<file path="config.mk">
export PLATFORM = sky130hd
export DESIGN_NAME = wall_follow_avoid_drive_flat
export DESIGN_NICKNAME = d
export VERILOG_FILES = /design/src/rtl/wfad_pkg.sv /design/src/rtl/wfad_if.sv /design/src/rtl/wall_follow_avoid_drive.sv /design/src/flat_wrapper.sv
export SDC_FILE = /design/constraint.sdc
export NUM_CORES = 1
export LEC_CHECK = 0
export BUFFER_PORTS_ARGS = -buffer_cell sky130_fd_sc_hd__buf_2
export CORE_ASPECT_RATIO = 0.5
export CORE_MARGIN = 4
export CORE_UTILIZATION = 50
export CTS_BUF_LIST = sky130_fd_sc_hd__clkbuf_8
export DETAILED_ROUTE_END_ITERATION = 8
export GPL_ROUTABILITY_DRIVEN = 0
export PLACE_DENSITY = 0.71
export REMOVE_ABC_BUFFERS = 1
export SYNTH_ARGS = -nofsm -noshare
export SYNTH_HDL_FRONTEND = slang
export SYNTH_SLANG_ARGS = --single-unit
</file>
<file path="constraint.sdc">
create_clock -name clk_i -period 9.2 [get_ports clk_i]
set_clock_uncertainty 0.1 [all_clocks]
set_input_delay 1.84 -clock clk_i [delete_from_list [all_inputs] [get_ports clk_i]]
set_output_delay 1.84 -clock clk_i [all_outputs]
set_load 0.005 [all_outputs]
</file>
<file path="src/rtl/wfad_pkg.sv">
// Package with action codes, register indexes, constants and reset values of the drive controller.
`default_nettype none

package wfad_pkg;

  localparam int unsigned EchoBitsDef = 14;
  localparam int unsigned HoldBitsDef = 12;

  localparam int unsigned GainBits  = 10;
  localparam int unsigned SpeedBits = 8;
  localparam int unsigned DriveBits = 9;
  localparam int unsigned CfgIdxBits = 3;

  localparam int unsigned EchoTimeoutUs = 15000;
  localparam int unsigned BrakeMs       = 40;
  localparam int unsigned FullDrive     = 255;
  localparam int unsigned EscapeInner   = 100;

  localparam logic [2:0] ACT_READY  = 3'd0;
  localparam logic [2:0] ACT_CRUISE = 3'd1;
  localparam logic [2:0] ACT_SPIN   = 3'd2;
  localparam logic [2:0] ACT_BRAKE  = 3'd3;
  localparam logic [2:0] ACT_ESCAPE = 3'd4;
  localparam logic [2:0] ACT_CENTER = 3'd5;

  localparam logic [CfgIdxBits-1:0] CFG_FRONT_LIMIT = 3'd0;
  localparam logic [CfgIdxBits-1:0] CFG_SIDE_LIMIT  = 3'd1;
  localparam logic [CfgIdxBits-1:0] CFG_CRUISE      = 3'd2;
  localparam logic [CfgIdxBits-1:0] CFG_BASE        = 3'd3;
  localparam logic [CfgIdxBits-1:0] CFG_GAIN        = 3'd4;
  localparam logic [CfgIdxBits-1:0] CFG_DIFF_LIMIT  = 3'd5;
  localparam logic [CfgIdxBits-1:0] CFG_TURN        = 3'd6;
  localparam logic [CfgIdxBits-1:0] CFG_ESCAPE      = 3'd7;

  localparam int unsigned RstFrontLimit = 411;
  localparam int unsigned RstSideLimit  = 117;
  localparam int unsigned RstCruise     = 240;
  localparam int unsigned RstBase       = 180;
  localparam int unsigned RstGain       = 87;
  localparam int unsigned RstDiffLimit  = 100;
  localparam int unsigned RstTurn       = 380;
  localparam int unsigned RstEscape     = 150;

endpackage

`default_nettype wire

</file>
<file path="src/rtl/wfad_if.sv">
// Valid/ready channel interfaces for measurement items and drive results.
`default_nettype none

interface wfad_in_if #(
  parameter int unsigned ECHO_BITS = 14
);
  logic                 valid;
  logic                 ready;
  logic                 func;
  logic [ECHO_BITS-1:0] echo_front_us;
  logic [ECHO_BITS-1:0] echo_left_us;
  logic [ECHO_BITS-1:0] echo_right_us;

  modport source (output valid, func, echo_front_us, echo_left_us, echo_right_us,
                  input ready);
  modport sink (input valid, func, echo_front_us, echo_left_us, echo_right_us,
                output ready);
endinterface

interface wfad_out_if;
  logic       valid;
  logic       ready;
  logic [7:0] left_fwd_duty;
  logic [7:0] left_rev_duty;
  logic [7:0] right_fwd_duty;
  logic [7:0] right_rev_duty;
  logic [2:0] action;
  logic       accepted;

  modport source (output valid, left_fwd_duty, left_rev_duty, right_fwd_duty,
                  right_rev_duty, action, accepted, input ready);
  modport sink (input valid, left_fwd_duty, left_rev_duty, right_fwd_duty,
                right_rev_duty, action, accepted, output ready);
endinterface

`default_nettype wire

</file>
<file path="src/rtl/wall_follow_avoid_drive.sv">
// Wall-following drive controller with obstacle avoidance for a differential robot.
// An item transferred in is held in the input register, then loaded into the result register
// once that register is empty or its result is taken; its result transfers from there.
// Throughput: one item per cycle; the input stalls only while the input register holds an
// item and the result register holds a result that is not taken.
// Reset: asynchronous, active low; action ready, no hold, both drives zero, registers at defaults.
`default_nettype none

module wall_follow_avoid_drive
  import wfad_pkg::*;
#(
  parameter int unsigned ECHO_BITS = EchoBitsDef,
  parameter int unsigned HOLD_BITS = HoldBitsDef,
  localparam int unsigned CfgDataBits =
    (ECHO_BITS > HOLD_BITS) ? ((ECHO_BITS > GainBits) ? ECHO_BITS : GainBits)
                            : ((HOLD_BITS > GainBits) ? HOLD_BITS : GainBits)
) (
  input  wire logic                   clk_i,
  input  wire logic                   rst_ni,
  input  wire logic                   cfg_we_i,
  input  wire logic [CfgIdxBits-1:0]  cfg_idx_i,
  input  wire logic [CfgDataBits-1:0] cfg_data_i,
  wfad_in_if.sink                     in_i,
  wfad_out_if.source                  out_o
);

  localparam int unsigned ProdBits = ECHO_BITS + GainBits;
  localparam int unsigned QBits    = ProdBits - 8;
  localparam int unsigned SumBits  = DriveBits + 1;

  // Configuration registers.
  logic [ECHO_BITS-1:0] front_limit_q, side_limit_q;
  logic [SpeedBits-1:0] cruise_q, base_q, diff_limit_q;
  logic [GainBits-1:0]  gain_q;
  logic [HOLD_BITS-1:0] turn_q, escape_q;

  always_ff @(posedge clk_i or negedge rst_ni) begin
    if (!rst_ni) begin
      front_limit_q <= ECHO_BITS'(RstFrontLimit);
      side_limit_q  <= ECHO_BITS'(RstSideLimit);
      cruise_q      <= SpeedBits'(RstCruise);
      base_q        <= SpeedBits'(RstBase);
      gain_q        <= GainBits'(RstGain);
      diff_limit_q  <= SpeedBits'(RstDiffLimit);
      turn_q        <= HOLD_BITS'(RstTurn);
      escape_q      <= HOLD_BITS'(RstEscape);
    end else if (cfg_we_i) begin
      unique case (cfg_idx_i)
        CFG_FRONT_LIMIT: front_limit_q <= cfg_data_i[ECHO_BITS-1:0];
        CFG_SIDE_LIMIT:  side_limit_q  <= cfg_data_i[ECHO_BITS-1:0];
        CFG_CRUISE:      cruise_q      <= cfg_data_i[SpeedBits-1:0];
        CFG_BASE:        base_q        <= cfg_data_i[SpeedBits-1:0];
        CFG_GAIN:        gain_q        <= cfg_data_i[GainBits-1:0];
        CFG_DIFF_LIMIT:  diff_limit_q  <= cfg_data_i[SpeedBits-1:0];
        CFG_TURN:        turn_q        <= cfg_data_i[HOLD_BITS-1:0];
        CFG_ESCAPE:      escape_q      <= cfg_data_i[HOLD_BITS-1:0];
        default: ;
      endcase
    end
  end

  // Input register.
  logic                 s1_valid_q;
  logic                 s1_func_q;
  logic [ECHO_BITS-1:0] s1_front_q, s1_left_q, s1_right_q;
  logic                 s1_adv;
  logic                 in_xfer;

  assign s1_adv    = s1_valid_q && (!out_o.valid || out_o.ready);
  assign in_i.ready = !s1_valid_q || s1_adv;
  assign in_xfer   = in_i.valid && in_i.ready;

  always_ff @(posedge clk_i or negedge rst_ni) begin
    if (!rst_ni) begin
      s1_valid_q <= 1'b0;
    end else if (in_i.ready) begin
      s1_valid_q <= in_i.valid;
    end
  end

  always_ff @(posedge clk_i) begin
    if (in_xfer) begin
      s1_func_q  <= in_i.func;
      s1_front_q <= in_i.echo_front_us;
      s1_left_q  <= in_i.echo_left_us;
      s1_right_q <= in_i.echo_right_us;
    end
  end

  // Controller state.
  logic [2:0]                  act_q, act_d;
  logic [HOLD_BITS-1:0]        hold_q, hold_d;
  logic signed [DriveBits-1:0] left_q, left_d, right_q, right_d;
  logic                        acc_d;

  // Echo cleanup and proximity.
  logic [ECHO_BITS-1:0] ef, el, er;
  logic                 near_f, near_l, near_r, go_left;

  always_comb begin
    ef = (32'(s1_front_q) > 32'(EchoTimeoutUs)) ? '0 : s1_front_q;
    el = (32'(s1_left_q) > 32'(EchoTimeoutUs)) ? '0 : s1_left_q;
    er = (32'(s1_right_q) > 32'(EchoTimeoutUs)) ? '0 : s1_right_q;
    near_f = (ef != '0) && (ef <= front_limit_q);
    near_l = (el != '0) && (el <= side_limit_q);
    near_r = (er != '0) && (er <= side_limit_q);
    go_left = ((el != '0) && (er != '0)) ? (el > er) : (el == '0);
  end

  // Centering differential.
  logic                        c_neg;
  logic [ECHO_BITS-1:0]        c_mag;
  logic [ProdBits-1:0]         c_prod;
  logic [QBits-1:0]            c_q;
  logic [SpeedBits-1:0]        c_dmag;
  logic signed [SumBits-1:0]   c_base, c_diff, c_lsum, c_rsum;
  logic signed [DriveBits-1:0] c_left, c_right;

  always_comb begin
    c_neg  = er > el;
    c_mag  = c_neg ? (er - el) : (el - er);
    c_prod = ProdBits'(c_mag) * ProdBits'(gain_q);
    c_q    = c_prod[ProdBits-1:8];
    c_dmag = (c_q > QBits'(diff_limit_q)) ? diff_limit_q : c_q[SpeedBits-1:0];
    c_base = SumBits'(base_q);
    c_diff = SumBits'(c_dmag);
    c_lsum = c_neg ? (c_base - c_diff) : (c_base + c_diff);
    c_rsum = c_neg ? (c_base + c_diff) : (c_base - c_diff);
    c_left  = (c_lsum > $signed(SumBits'(FullDrive))) ? DriveBits'(FullDrive)
                                                      : c_lsum[DriveBits-1:0];
    c_right = (c_rsum > $signed(SumBits'(FullDrive))) ? DriveBits'(FullDrive)
                                                      : c_rsum[DriveBits-1:0];
    if ((el == '0) || (er == '0)) begin
      c_left  = DriveBits'(base_q);
      c_right = DriveBits'(base_q);
    end
  end

  // Next state.
  logic [HOLD_BITS-1:0] hold_dec;

  always_comb begin
    act_d    = act_q;
    hold_d   = hold_q;
    left_d   = left_q;
    right_d  = right_q;
    acc_d    = 1'b0;
    hold_dec = hold_q - 1'b1;
    if (s1_func_q) begin
      if (hold_q != '0) begin
        hold_d = hold_dec;
        if (hold_dec == '0) begin
          priority if (act_q == ACT_SPIN) begin
            act_d   = ACT_BRAKE;
            hold_d  = HOLD_BITS'(BrakeMs);
            left_d  = '0;
            right_d = '0;
          end else if (act_q == ACT_BRAKE) begin
            act_d   = ACT_READY;
            left_d  = '0;
            right_d = '0;
          end else begin
            act_d = ACT_READY;
          end
        end
      end
    end else if (hold_q == '0) begin
      acc_d = 1'b1;
      priority if (!near_f && !near_l && !near_r) begin
        act_d   = ACT_CRUISE;
        hold_d  = '0;
        left_d  = DriveBits'(cruise_q);
        right_d = DriveBits'(cruise_q);
      end else if (near_f) begin
        if (turn_q == '0) begin
          act_d   = ACT_BRAKE;
          hold_d  = HOLD_BITS'(BrakeMs);
          left_d  = '0;
          right_d = '0;
        end else begin
          act_d   = ACT_SPIN;
          hold_d  = turn_q;
          left_d  = go_left ? -DriveBits'(FullDrive) : DriveBits'(FullDrive);
          right_d = go_left ? DriveBits'(FullDrive) : -DriveBits'(FullDrive);
        end
      end else if (near_l) begin
        act_d   = ACT_ESCAPE;
        hold_d  = escape_q;
        left_d  = DriveBits'(FullDrive);
        right_d = -DriveBits'(EscapeInner);
      end else if (near_r) begin
        act_d   = ACT_ESCAPE;
        hold_d  = escape_q;
        left_d  = -DriveBits'(EscapeInner);
        right_d = DriveBits'(FullDrive);
      end else begin
        act_d   = ACT_CENTER;
        hold_d  = '0;
        left_d  = c_left;
        right_d = c_right;
      end
    end
  end

  always_ff @(posedge clk_i or negedge rst_ni) begin
    if (!rst_ni) begin
      act_q   <= ACT_READY;
      hold_q  <= '0;
      left_q  <= '0;
      right_q <= '0;
    end else if (s1_adv) begin
      act_q   <= act_d;
      hold_q  <= hold_d;
      left_q  <= left_d;
      right_q <= right_d;
    end
  end

  // Result register.
  logic                        out_valid_q;
  logic [SpeedBits-1:0]        lf_q, lr_q, rf_q, rr_q;
  logic [2:0]                  out_act_q;
  logic                        out_acc_q;
  logic signed [DriveBits-1:0] left_n, right_n;

  assign left_n  = -left_d;
  assign right_n = -right_d;

  always_ff @(posedge clk_i or negedge rst_ni) begin
    if (!rst_ni) begin
      out_valid_q <= 1'b0;
    end else if (s1_adv) begin
      out_valid_q <= 1'b1;
    end else if (out_o.ready) begin
      out_valid_q <= 1'b0;
    end
  end

  always_ff @(posedge clk_i) begin
    if (s1_adv) begin
      lf_q      <= (left_d > 0) ? left_d[SpeedBits-1:0] : '0;
      lr_q      <= (left_d < 0) ? left_n[SpeedBits-1:0] : '0;
      rf_q      <= (right_d > 0) ? right_d[SpeedBits-1:0] : '0;
      rr_q      <= (right_d < 0) ? right_n[SpeedBits-1:0] : '0;
      out_act_q <= act_d;
      out_acc_q <= acc_d;
    end
  end

  assign out_o.valid          = out_valid_q;
  assign out_o.left_fwd_duty  = lf_q;
  assign out_o.left_rev_duty  = lr_q;
  assign out_o.right_fwd_duty = rf_q;
  assign out_o.right_rev_duty = rr_q;
  assign out_o.action         = out_act_q;
  assign out_o.accepted       = out_acc_q;

  // A measurement that was acted upon never leaves the controller in the ready action.
  assert property (@(posedge clk_i) disable iff (!rst_ni)
    (out_o.valid && out_o.accepted) |-> (out_o.action != ACT_READY))
    else $error("accepted measurement reported ready action");

  // Spin and brake always run with a hold timer.
  assert property (@(posedge clk_i) disable iff (!rst_ni)
    ((act_q == ACT_SPIN) || (act_q == ACT_BRAKE)) |-> (hold_q != '0))
    else $error("spin or brake without hold time");

  // Drives never go below negative full scale.
  assert property (@(posedge clk_i) disable iff (!rst_ni)
    (left_q >= -$signed(DriveBits'(FullDrive))) && (right_q >= -$signed(DriveBits'(FullDrive))))
    else $error("drive below negative full scale");

  // A stalled result with a pending item blocks new transfers.
  assert property (@(posedge clk_i) disable iff (!rst_ni)
    (out_o.valid && !out_o.ready && s1_valid_q) |-> !in_i.ready)
    else $error("input taken while pipeline is full");

endmodule

`default_nettype wire
</file>
<file path="src/flat_wrapper.sv">
// flat-port wrapper written by rule: the top's interface ports become plain ports
module wall_follow_avoid_drive_flat import wfad_pkg::*;
#(
  parameter int unsigned ECHO_BITS = EchoBitsDef,
  parameter int unsigned HOLD_BITS = HoldBitsDef,
  localparam int unsigned CfgDataBits =
    (ECHO_BITS > HOLD_BITS) ? ((ECHO_BITS > GainBits) ? ECHO_BITS : GainBits)
                            : ((HOLD_BITS > GainBits) ? HOLD_BITS : GainBits)
)
  (clk_i, rst_ni, cfg_we_i, cfg_idx_i, cfg_data_i, in_i_valid, in_i_func, in_i_echo_front_us, in_i_echo_left_us, in_i_echo_right_us, in_i_ready, out_o_valid, out_o_left_fwd_duty, out_o_left_rev_duty, out_o_right_fwd_duty, out_o_right_rev_duty, out_o_action, out_o_accepted, out_o_ready);
  wfad_in_if #(.ECHO_BITS(ECHO_BITS)) in_i_i ();
  wfad_out_if out_o_i ();
  input  wire logic clk_i;
  input  wire logic rst_ni;
  input  wire logic cfg_we_i;
  input  wire logic [CfgIdxBits-1:0] cfg_idx_i;
  input  wire logic [CfgDataBits-1:0] cfg_data_i;
  input wire logic [$bits(in_i_i.valid)-1:0] in_i_valid;
  input wire logic [$bits(in_i_i.func)-1:0] in_i_func;
  input wire logic [$bits(in_i_i.echo_front_us)-1:0] in_i_echo_front_us;
  input wire logic [$bits(in_i_i.echo_left_us)-1:0] in_i_echo_left_us;
  input wire logic [$bits(in_i_i.echo_right_us)-1:0] in_i_echo_right_us;
  output wire logic [$bits(in_i_i.ready)-1:0] in_i_ready;
  output wire logic [$bits(out_o_i.valid)-1:0] out_o_valid;
  output wire logic [$bits(out_o_i.left_fwd_duty)-1:0] out_o_left_fwd_duty;
  output wire logic [$bits(out_o_i.left_rev_duty)-1:0] out_o_left_rev_duty;
  output wire logic [$bits(out_o_i.right_fwd_duty)-1:0] out_o_right_fwd_duty;
  output wire logic [$bits(out_o_i.right_rev_duty)-1:0] out_o_right_rev_duty;
  output wire logic [$bits(out_o_i.action)-1:0] out_o_action;
  output wire logic [$bits(out_o_i.accepted)-1:0] out_o_accepted;
  input wire logic [$bits(out_o_i.ready)-1:0] out_o_ready;
  assign in_i_i.valid = in_i_valid;
  assign in_i_i.func = in_i_func;
  assign in_i_i.echo_front_us = in_i_echo_front_us;
  assign in_i_i.echo_left_us = in_i_echo_left_us;
  assign in_i_i.echo_right_us = in_i_echo_right_us;
  assign in_i_ready = in_i_i.ready;
  assign out_o_valid = out_o_i.valid;
  assign out_o_left_fwd_duty = out_o_i.left_fwd_duty;
  assign out_o_left_rev_duty = out_o_i.left_rev_duty;
  assign out_o_right_fwd_duty = out_o_i.right_fwd_duty;
  assign out_o_right_rev_duty = out_o_i.right_rev_duty;
  assign out_o_action = out_o_i.action;
  assign out_o_accepted = out_o_i.accepted;
  assign out_o_i.ready = out_o_ready;
  wall_follow_avoid_drive #(.ECHO_BITS(ECHO_BITS), .HOLD_BITS(HOLD_BITS)) u_core (.clk_i(clk_i), .rst_ni(rst_ni), .cfg_we_i(cfg_we_i), .cfg_idx_i(cfg_idx_i), .cfg_data_i(cfg_data_i), .in_i(in_i_i), .out_o(out_o_i));
endmodule
</file>
==> results.py, run 1 <==
metrics = {
    "routing": {
        "avgRoutedWirePerCell_um": 17.1,
        "drc_errors": 0,
        "first_iter_violations": 553,
        "first_pass_iters": 5,
        "num_vias": 7396,
        "drt_wl_total_um": 22400,
        "drtAntennaViolNets": 0,
        "via_per_inst": 5.64,
    },
    "clocking": {
        "hold_buffers": 0,
        "insertion_delay_ns": 0.48,
        "clock-root-buffer": "clkbuf_8",
        "cts_num_sinks": 174,
        "path_clk_slew_ns": 0.10,
        "cts_resized": 0,
        "post_cts_buffers": 0,
        "cts_tree": "built",
        "htree_levels": 4,
        "cts_buffers": 17,
        "clockBufferDepth": 2,
    },
    "finish": {
        "final_cells": 1311,
        "syn_to_final_growth_pct": 12.1,
        "nets": 1165,
        "postLayoutCellArea_um2": 10700,
        "antennaDiodeCount": 0,
        "drive_gt1_share_pct": 20.6,
    },
    "min_path": {
        "hold_path_class": "reg2reg",
    },
    "die": {
        "core_area_um2": 18600,
        "rows": 35,
        "dieArea_um2": 21500,
        "initial_core_util_pct": 51.4,
        "io_pins": 103,
        "die_y_um": 106,
        "die_w_um": 203,
    },
    "setup_path": {
        "path_max_fanout": 20,
        "worst-setup-path-type": "reg2reg",
        "cpLargestDelayFamily": "compound AO/OA/AOI/OAI gates",
        "cp_cell_sequence": "nor3_1 -> o21ai_0 -> a21oi_1 -> o21ai_1 -> nor2b_1 -> ha_1 -> nor2b_1 -> o21a_1 -> o21ai_0 -> a21o_1 -> a211o_1 -> nand2_1 -> nand3_1 -> o2111ai_1 -> a21boi_1 -> ha_1 -> nand2_1 -> nor2_1 -> a31o_2 -> nor2_1",
        "worstSetupEndpointType": "flip-flop",
        "r2r_cells": 20,
        "crit_path_start": "u_core.s1_front_q[0]$_DFFE_PP_",
        "r2r-end": "u_core.out_o.right_fwd_duty[1]$_SDFFCE_PP0P_",
        "r2r_setup_slack_ns": 3.45,
        "cp.depth": 20,
        "cpMaxStageDelayCell": "o21ai_1",
        "arrival_ns": 5.87,
        "required_ns": 9.32,
        "r2r-start": "u_core.s1_front_q[0]$_DFFE_PP_",
        "crit_path_max_incr_delay_ns": 0.67,
        "startpoint_type": "flip-flop",
        "crit_end": "u_core.out_o.right_fwd_duty[1]$_SDFFCE_PP0P_",
        "crit_buf_inv": 0,
    },
    "timing": {
        "setup_tns_ns": 0,
        "fin_crit_ns": 5.75,
        "finalSetupViolations": 0,
        "finalHoldViolCount": 0,
        "fin_crit_sh_pct": 62.5,
        "worst_slack_ns": 3.45,
        "fmax_ghz": 0.174,
        "slew_violations": 0,
        "max_slew_margin_pct": 28.3,
        "rsz0062_at_grt": "no",
        "worstMarginPinSlew_ns": 1.06,
    },
    "global_routing": {
        "grt_pass1_vias": 7061,
        "grt_first_pass_wirelength_um": 36200,
        "antenna_found_initial": 0,
        "grt_max_degree": 59,
        "gr-usage-all-layers_pct": 21.0,
        "grt_overflow_total": 0,
    },
    "synthesis": {
        "synthArstFlopShare_pct": 54.6,
        "yosys_warnings": 0,
        "synth_cell_types": 66,
        "ys_ff_latch": 174,
        "yosysSeqAreaShare_pct": 50.1,
        "synth_ff_type": "edfxtp_1",
        "syn_area_um2": 9550,
        "postSynthCellCount": 952,
        "avgSynthCellArea_um2": 10.0,
        "synth-edff-count": 79,
    },
    "pwr": {
        "vdd_drop_max_uv": 104,
        "finalPower_w": 0.00203,
        "p_leak_nw": 4.63,
        "powerDensity_nw_per_um2": 190,
    },
    "run": {
        "drv_cap": 0,
    },
    "placed_design": {
        "hpwl_um": 16600,
        "io_buffers": 102,
        "dp_cells": 1279,
        "pre_cts_slack_ns": 3.14,
        "placed_area_um2": 10300,
    },
    "status": {
        "outcome": "finished, final reports clean",
    },
}
[per-layer routing]
metal	routed length (um)	track usage, %	up-vias
met2	9750	31.1	207
li1	-	-	3567
met4	272	5.92	0
met3	1280	4.67	29
met5	0	0	-
met1	11100	31.3	3593
[layout make-up]
| class | instances | area (um2) |
|---|---|---|
| fillers | 1658 | 7860 |
| clock buffers | 17 | 234 |
| repair buffers | 109 | 566 |
| flip-flops and latches | 174 | 4780 |
| multi-input cells | 671 | 4370 |
| well taps | 259 | 324 |
| clock inverters | 15 | 180 |
| inverters | 66 | 248 |
[per-stage QoR]
step                utilization [%]  hold WS, ns
detailed placement             55.4        0.366
finish                         57.7        0.391
global placement               55.4        0.360
global route                   57.7        0.424
CTS                            57.7        0.390
floorplan                         -        0.342
[registers in the layout (all words and copies together) (netlist names), 3 cells and up]
register / count
u_core.act_q: 3
u_core.cruise_q: 8
u_core.escape_q: 12
u_core.front_limit_q: 14
u_core.hold_q: 12
u_core.left_q: 9
u_core.out_o.action: 3
u_core.out_o.left_fwd_duty: 8
u_core.out_o.left_rev_duty: 8
u_core.out_o.right_fwd_duty: 8
u_core.out_o.right_rev_duty: 8
u_core.right_q: 9
u_core.s1_front_q: 14
u_core.s1_left_q: 14
u_core.s1_right_q: 14
u_core.side_limit_q: 14
u_core.turn_q: 12
[worst min-delay path: stages (launching register included)]
cell	delay, ns
dfrtp_1	0.35
nand2_1	0.05
o21ai_0	0.06
[synth_stat cells, types with 12 or more instances]
library cell	count	area, um2
nand3_1	25	125
nand2_1	132	495
a21oi_1	45	225
edfxtp_1	79	2370
clkbuf_1	35	131
o21ai_0	79	395
dfrtp_1	70	1750
nor3_1	28	140
and2_1	12	75.1
dfstp_2	25	657
a21o_1	13	97.6
inv_1	66	248
mux2_2	36	405
ha_1	60	751
nand4_1	17	106
nor2_1	55	206
nor2b_1	19	119
[worst min-delay path by stage]
stage | startpoint | to | slack [ns] | cells after the start
detailed placement | u_core.right_q[5]$_DFFE_PN0P_ | u_core.right_q[5]$_DFFE_PN0P_ | 0.37 | 2
global route | u_core.left_q[1]$_DFFE_PN0P_ | u_core.left_q[1]$_DFFE_PN0P_ | 0.42 | 2
CTS | u_core.right_q[5]$_DFFE_PN0P_ | u_core.right_q[5]$_DFFE_PN0P_ | 0.39 | 2
floorplan | u_core.right_q[5]$_DFFE_PN0P_ | u_core.right_q[5]$_DFFE_PN0P_ | 0.34 | 2
global placement | u_core.right_q[5]$_DFFE_PN0P_ | u_core.right_q[5]$_DFFE_PN0P_ | 0.36 | 2
finish | u_core.right_q[5]$_DFFE_PN0P_ | u_core.right_q[5]$_DFFE_PN0P_ | 0.39 | 2
[power by group]
group | switching (W) | internal, W | total, W
Clock | 0.000312 | 0.000252 | 0.000564
Combinational | 0.000273 | 0.000191 | 0.000464
Sequential | 0.0000731 | 0.000933 | 0.00101
Total | 0.000658 | 0.00138 | 0.00203
[layout by cell type (no fill, tap or decap), drive strengths merged, types with 5 or more instances in the layout]
cell / instances
a211oi: 12
a21o: 13
a21oi: 45
a31oi: 5
and2: 13
and3: 7
buf: 109
clkbuf: 17
clkinv: 5
dfrtp: 70
dfstp: 25
edfxtp: 79
ha: 60
inv: 74
mux2: 36
nand2: 132
nand2b: 8
nand3: 25
nand4: 17
nor2: 55
nor2b: 19
nor3: 28
nor4: 13
o211ai: 7
o21a: 5
o21ai: 80
or3: 6
xnor2: 11
xor2: 7
[logic make-up after synthesis]
group,count (synthesis),synth area share (%)
muxes,40,4.67
and+or+nand+nor,347,17.7
adders and majority gates,61,8.07
xor gates and xnor gates,18,1.85
buffers and inverters,107,4.23
DFF,174,50.1
AOI/OAI and AO/OA,205,13.4
Note: power is estimated with default switching activity, not from simulation.
==> run 2, diff against run 1 <==
==> constraint.sdc (replaced) <==
create_clock -name clk_i -period 5.9 [get_ports clk_i]
set_clock_uncertainty 0.1 [all_clocks]
set_input_delay 1.18 -clock clk_i [delete_from_list [all_inputs] [get_ports clk_i]]
set_output_delay 1.18 -clock clk_i [all_outputs]
set_load 0.005 [all_outputs]
==> run 2 against run 1 <==
  * Count of clock-buffer cells in the layout did not move
  * Via count fell by 1.4%
  * Setup slack got worse by 3.0 ns
  * Die area did not move
  * Clock power rose by 40%
  * Cell count rose by 0.69%
  * Non-clock buffer count rose by 9
==> results.py, run 2 (synthesis results as in run 1) <==
metrics = {
    "die": {
        "core_area_um2": 18600,
        "io_pins": 103,
        "dieArea_um2": 21500,
        "die_y_um": 106,
        "rows": 35,
        "die_w_um": 203,
        "initial_core_util_pct": 51.4,
    },
    "placed_design": {
        "hpwl_um": 16500,
        "placed_area_um2": 10400,
        "io_buffers": 102,
    },
    "global_routing": {
        "grt_first_pass_wirelength_um": 36600,
        "gr-usage-all-layers_pct": 21.2,
        "grt_max_degree": 60,
        "antenna_found_initial": 0,
        "grt_overflow_total": 0,
        "grt_pass1_vias": 7039,
    },
    "clocking": {
        "cts_resized": 0,
        "hold_buffers": 0,
        "cts_tree": "built",
        "path_clk_slew_ns": 0.10,
        "post_cts_buffers": 0,
        "cts_num_sinks": 174,
        "clockBufferDepth": 2,
        "clock-root-buffer": "clkbuf_8",
        "htree_levels": 4,
        "cts_buffers": 17,
        "insertion_delay_ns": 0.47,
    },
    "routing": {
        "num_vias": 7292,
        "first_iter_violations": 513,
        "drc_errors": 0,
        "avgRoutedWirePerCell_um": 16.8,
        "drt_wl_total_um": 22200,
        "drtAntennaViolNets": 0,
        "via_per_inst": 5.52,
        "first_pass_iters": 5,
    },
    "setup_path": {
        "arrival_ns": 5.52,
        "startpoint_type": "flip-flop",
        "worst-setup-path-type": "reg2reg",
        "crit_path_max_incr_delay_ns": 0.53,
        "cpMaxStageDelayCell": "or4_1",
        "path_max_fanout": 12,
        "required_ns": 6.00,
        "r2r_setup_slack_ns": 0.48,
        "cpMostUsedCell": "a21oi_1",
        "worstSetupEndpointType": "flip-flop",
        "cp_cell_sequence": "or3_1 -> o21bai_1 -> a221o_1 -> nand2_1 -> inv_1 -> ha_1 -> a21oi_1 -> a211oi_1 -> o21ai_0 -> a21oi_1 -> or4_1 -> o211a_1 -> and3_1 -> and3_1 -> a21oi_1 -> and2_1 -> ha_1 -> nand2_1 -> nor3_1 -> nor3_1",
    },
    "timing": {
        "setup_tns_ns": 0,
        "fin_crit_sh_pct": 91.8,
        "max_slew_margin_pct": 23.6,
        "finalSetupViolations": 0,
        "fin_crit_ns": 5.42,
        "finalHoldViolCount": 0,
        "rsz0062_at_grt": "no",
        "slew_violations": 0,
        "fmax_ghz": 0.185,
        "worstMarginPinSlew_ns": 1.13,
    },
    "finish": {
        "syn_to_final_growth_pct": 12.2,
        "layout_commonest_cell": "nand2_1",
        "postLayoutCellArea_um2": 10700,
        "utilization_pct": 57.7,
        "antennaDiodeCount": 0,
        "nets": 1174,
        "drive_gt1_share_pct": 21.3,
        "final_cell_mix": "nand2_1, buf_2, o21ai_0, edfxtp_1, dfrtp_1",
    },
    "min_path": {
        "hold_path_class": "reg2reg",
    },
    "status": {
        "outcome": "finished, final reports clean",
    },
    "run": {
        "drv_cap": 0,
    },
    "pwr": {
        "p_leak_nw": 4.65,
        "vdd_drop_max_uv": 164,
        "powerDensity_nw_per_um2": 288,
    },
}
-- run 2: critical path: cells and delay by family (launching register included) --
family / cells / cell delay [ns]
AO/OA/AOI/OAI: 8 / 1.61
adder cells (fa/ha/maj): 2 / 0.51
buffers and inverters: 1 / 0.10
flip-flops: 1 / 0.52
AND/OR/NAND/NOR: 9 / 2.33
-- run 2: path summary, 6_finish.rpt --
kind / startpoint / end / cells after the start
max reg2reg: u_core.s1_left_q[2]$_DFFE_PP_ / u_core.out_o.left_fwd_duty[0]$_SDFFCE_PP0P_ / 20
max in group asynchronous: rst_ni / u_core.side_limit_q[4]$_DFFE_PN1P_ / 2
min in group asynchronous: rst_ni / u_core.front_limit_q[10]$_DFFE_PN0P_ / 1
max: u_core.s1_left_q[2]$_DFFE_PP_ / u_core.out_o.left_fwd_duty[0]$_SDFFCE_PP0P_ / 20
min: u_core.right_q[6]$_DFFE_PN0P_ / u_core.right_q[6]$_DFFE_PN0P_ / 2
min reg2reg: u_core.right_q[6]$_DFFE_PN0P_ / u_core.right_q[6]$_DFFE_PN0P_ / 2
-- run 2: cell type report --
class / count / area [um2]
timing repair buffer: 118 / 633
clock inverter: 15 / 123
tap: 259 / 324
multi-input combinational: 671 / 4370
inverter: 66 / 248
clock buffer: 17 / 234
sequential: 174 / 4780
fill: 1687 / 7850
-- run 2: routing by layer --
layer	global-route usage (%)	part of all wire, %	vias up
met3	4.33	4.7	20
met4	4.47	1.1	0
met1	31.9	51	3482
li1	-	-	3604
met5	0	0	-
met2	32.1	43	186
-- run 2: report_power, final --
group	switching (W)	internal (W)	leakage (nW)
logic	0.000426	0.000306	2.54
registers	0.000110	0.00146	1.91
clock network	0.000485	0.000306	0.192
total	0.00102	0.00207	4.65
-- run 2: per-stage QoR --
| step | total power [W] | worst slack, ns | cells | hold WS, ns |
|---|---|---|---|---|
| after floorplan | 0.00206 | 0.990 | 911 | 0.342 |
| after global placement | 0.00228 | 0.725 | 1288 | 0.357 |
| after detailed placement | 0.00231 | 0.567 | 1288 | 0.375 |
| after CTS | 0.00310 | 0.537 | 1320 | 0.397 |
| after global routing | 0.00329 | 0.0416 | 1320 | 0.430 |
| final | 0.00309 | 0.485 | 1320 | 0.397 |
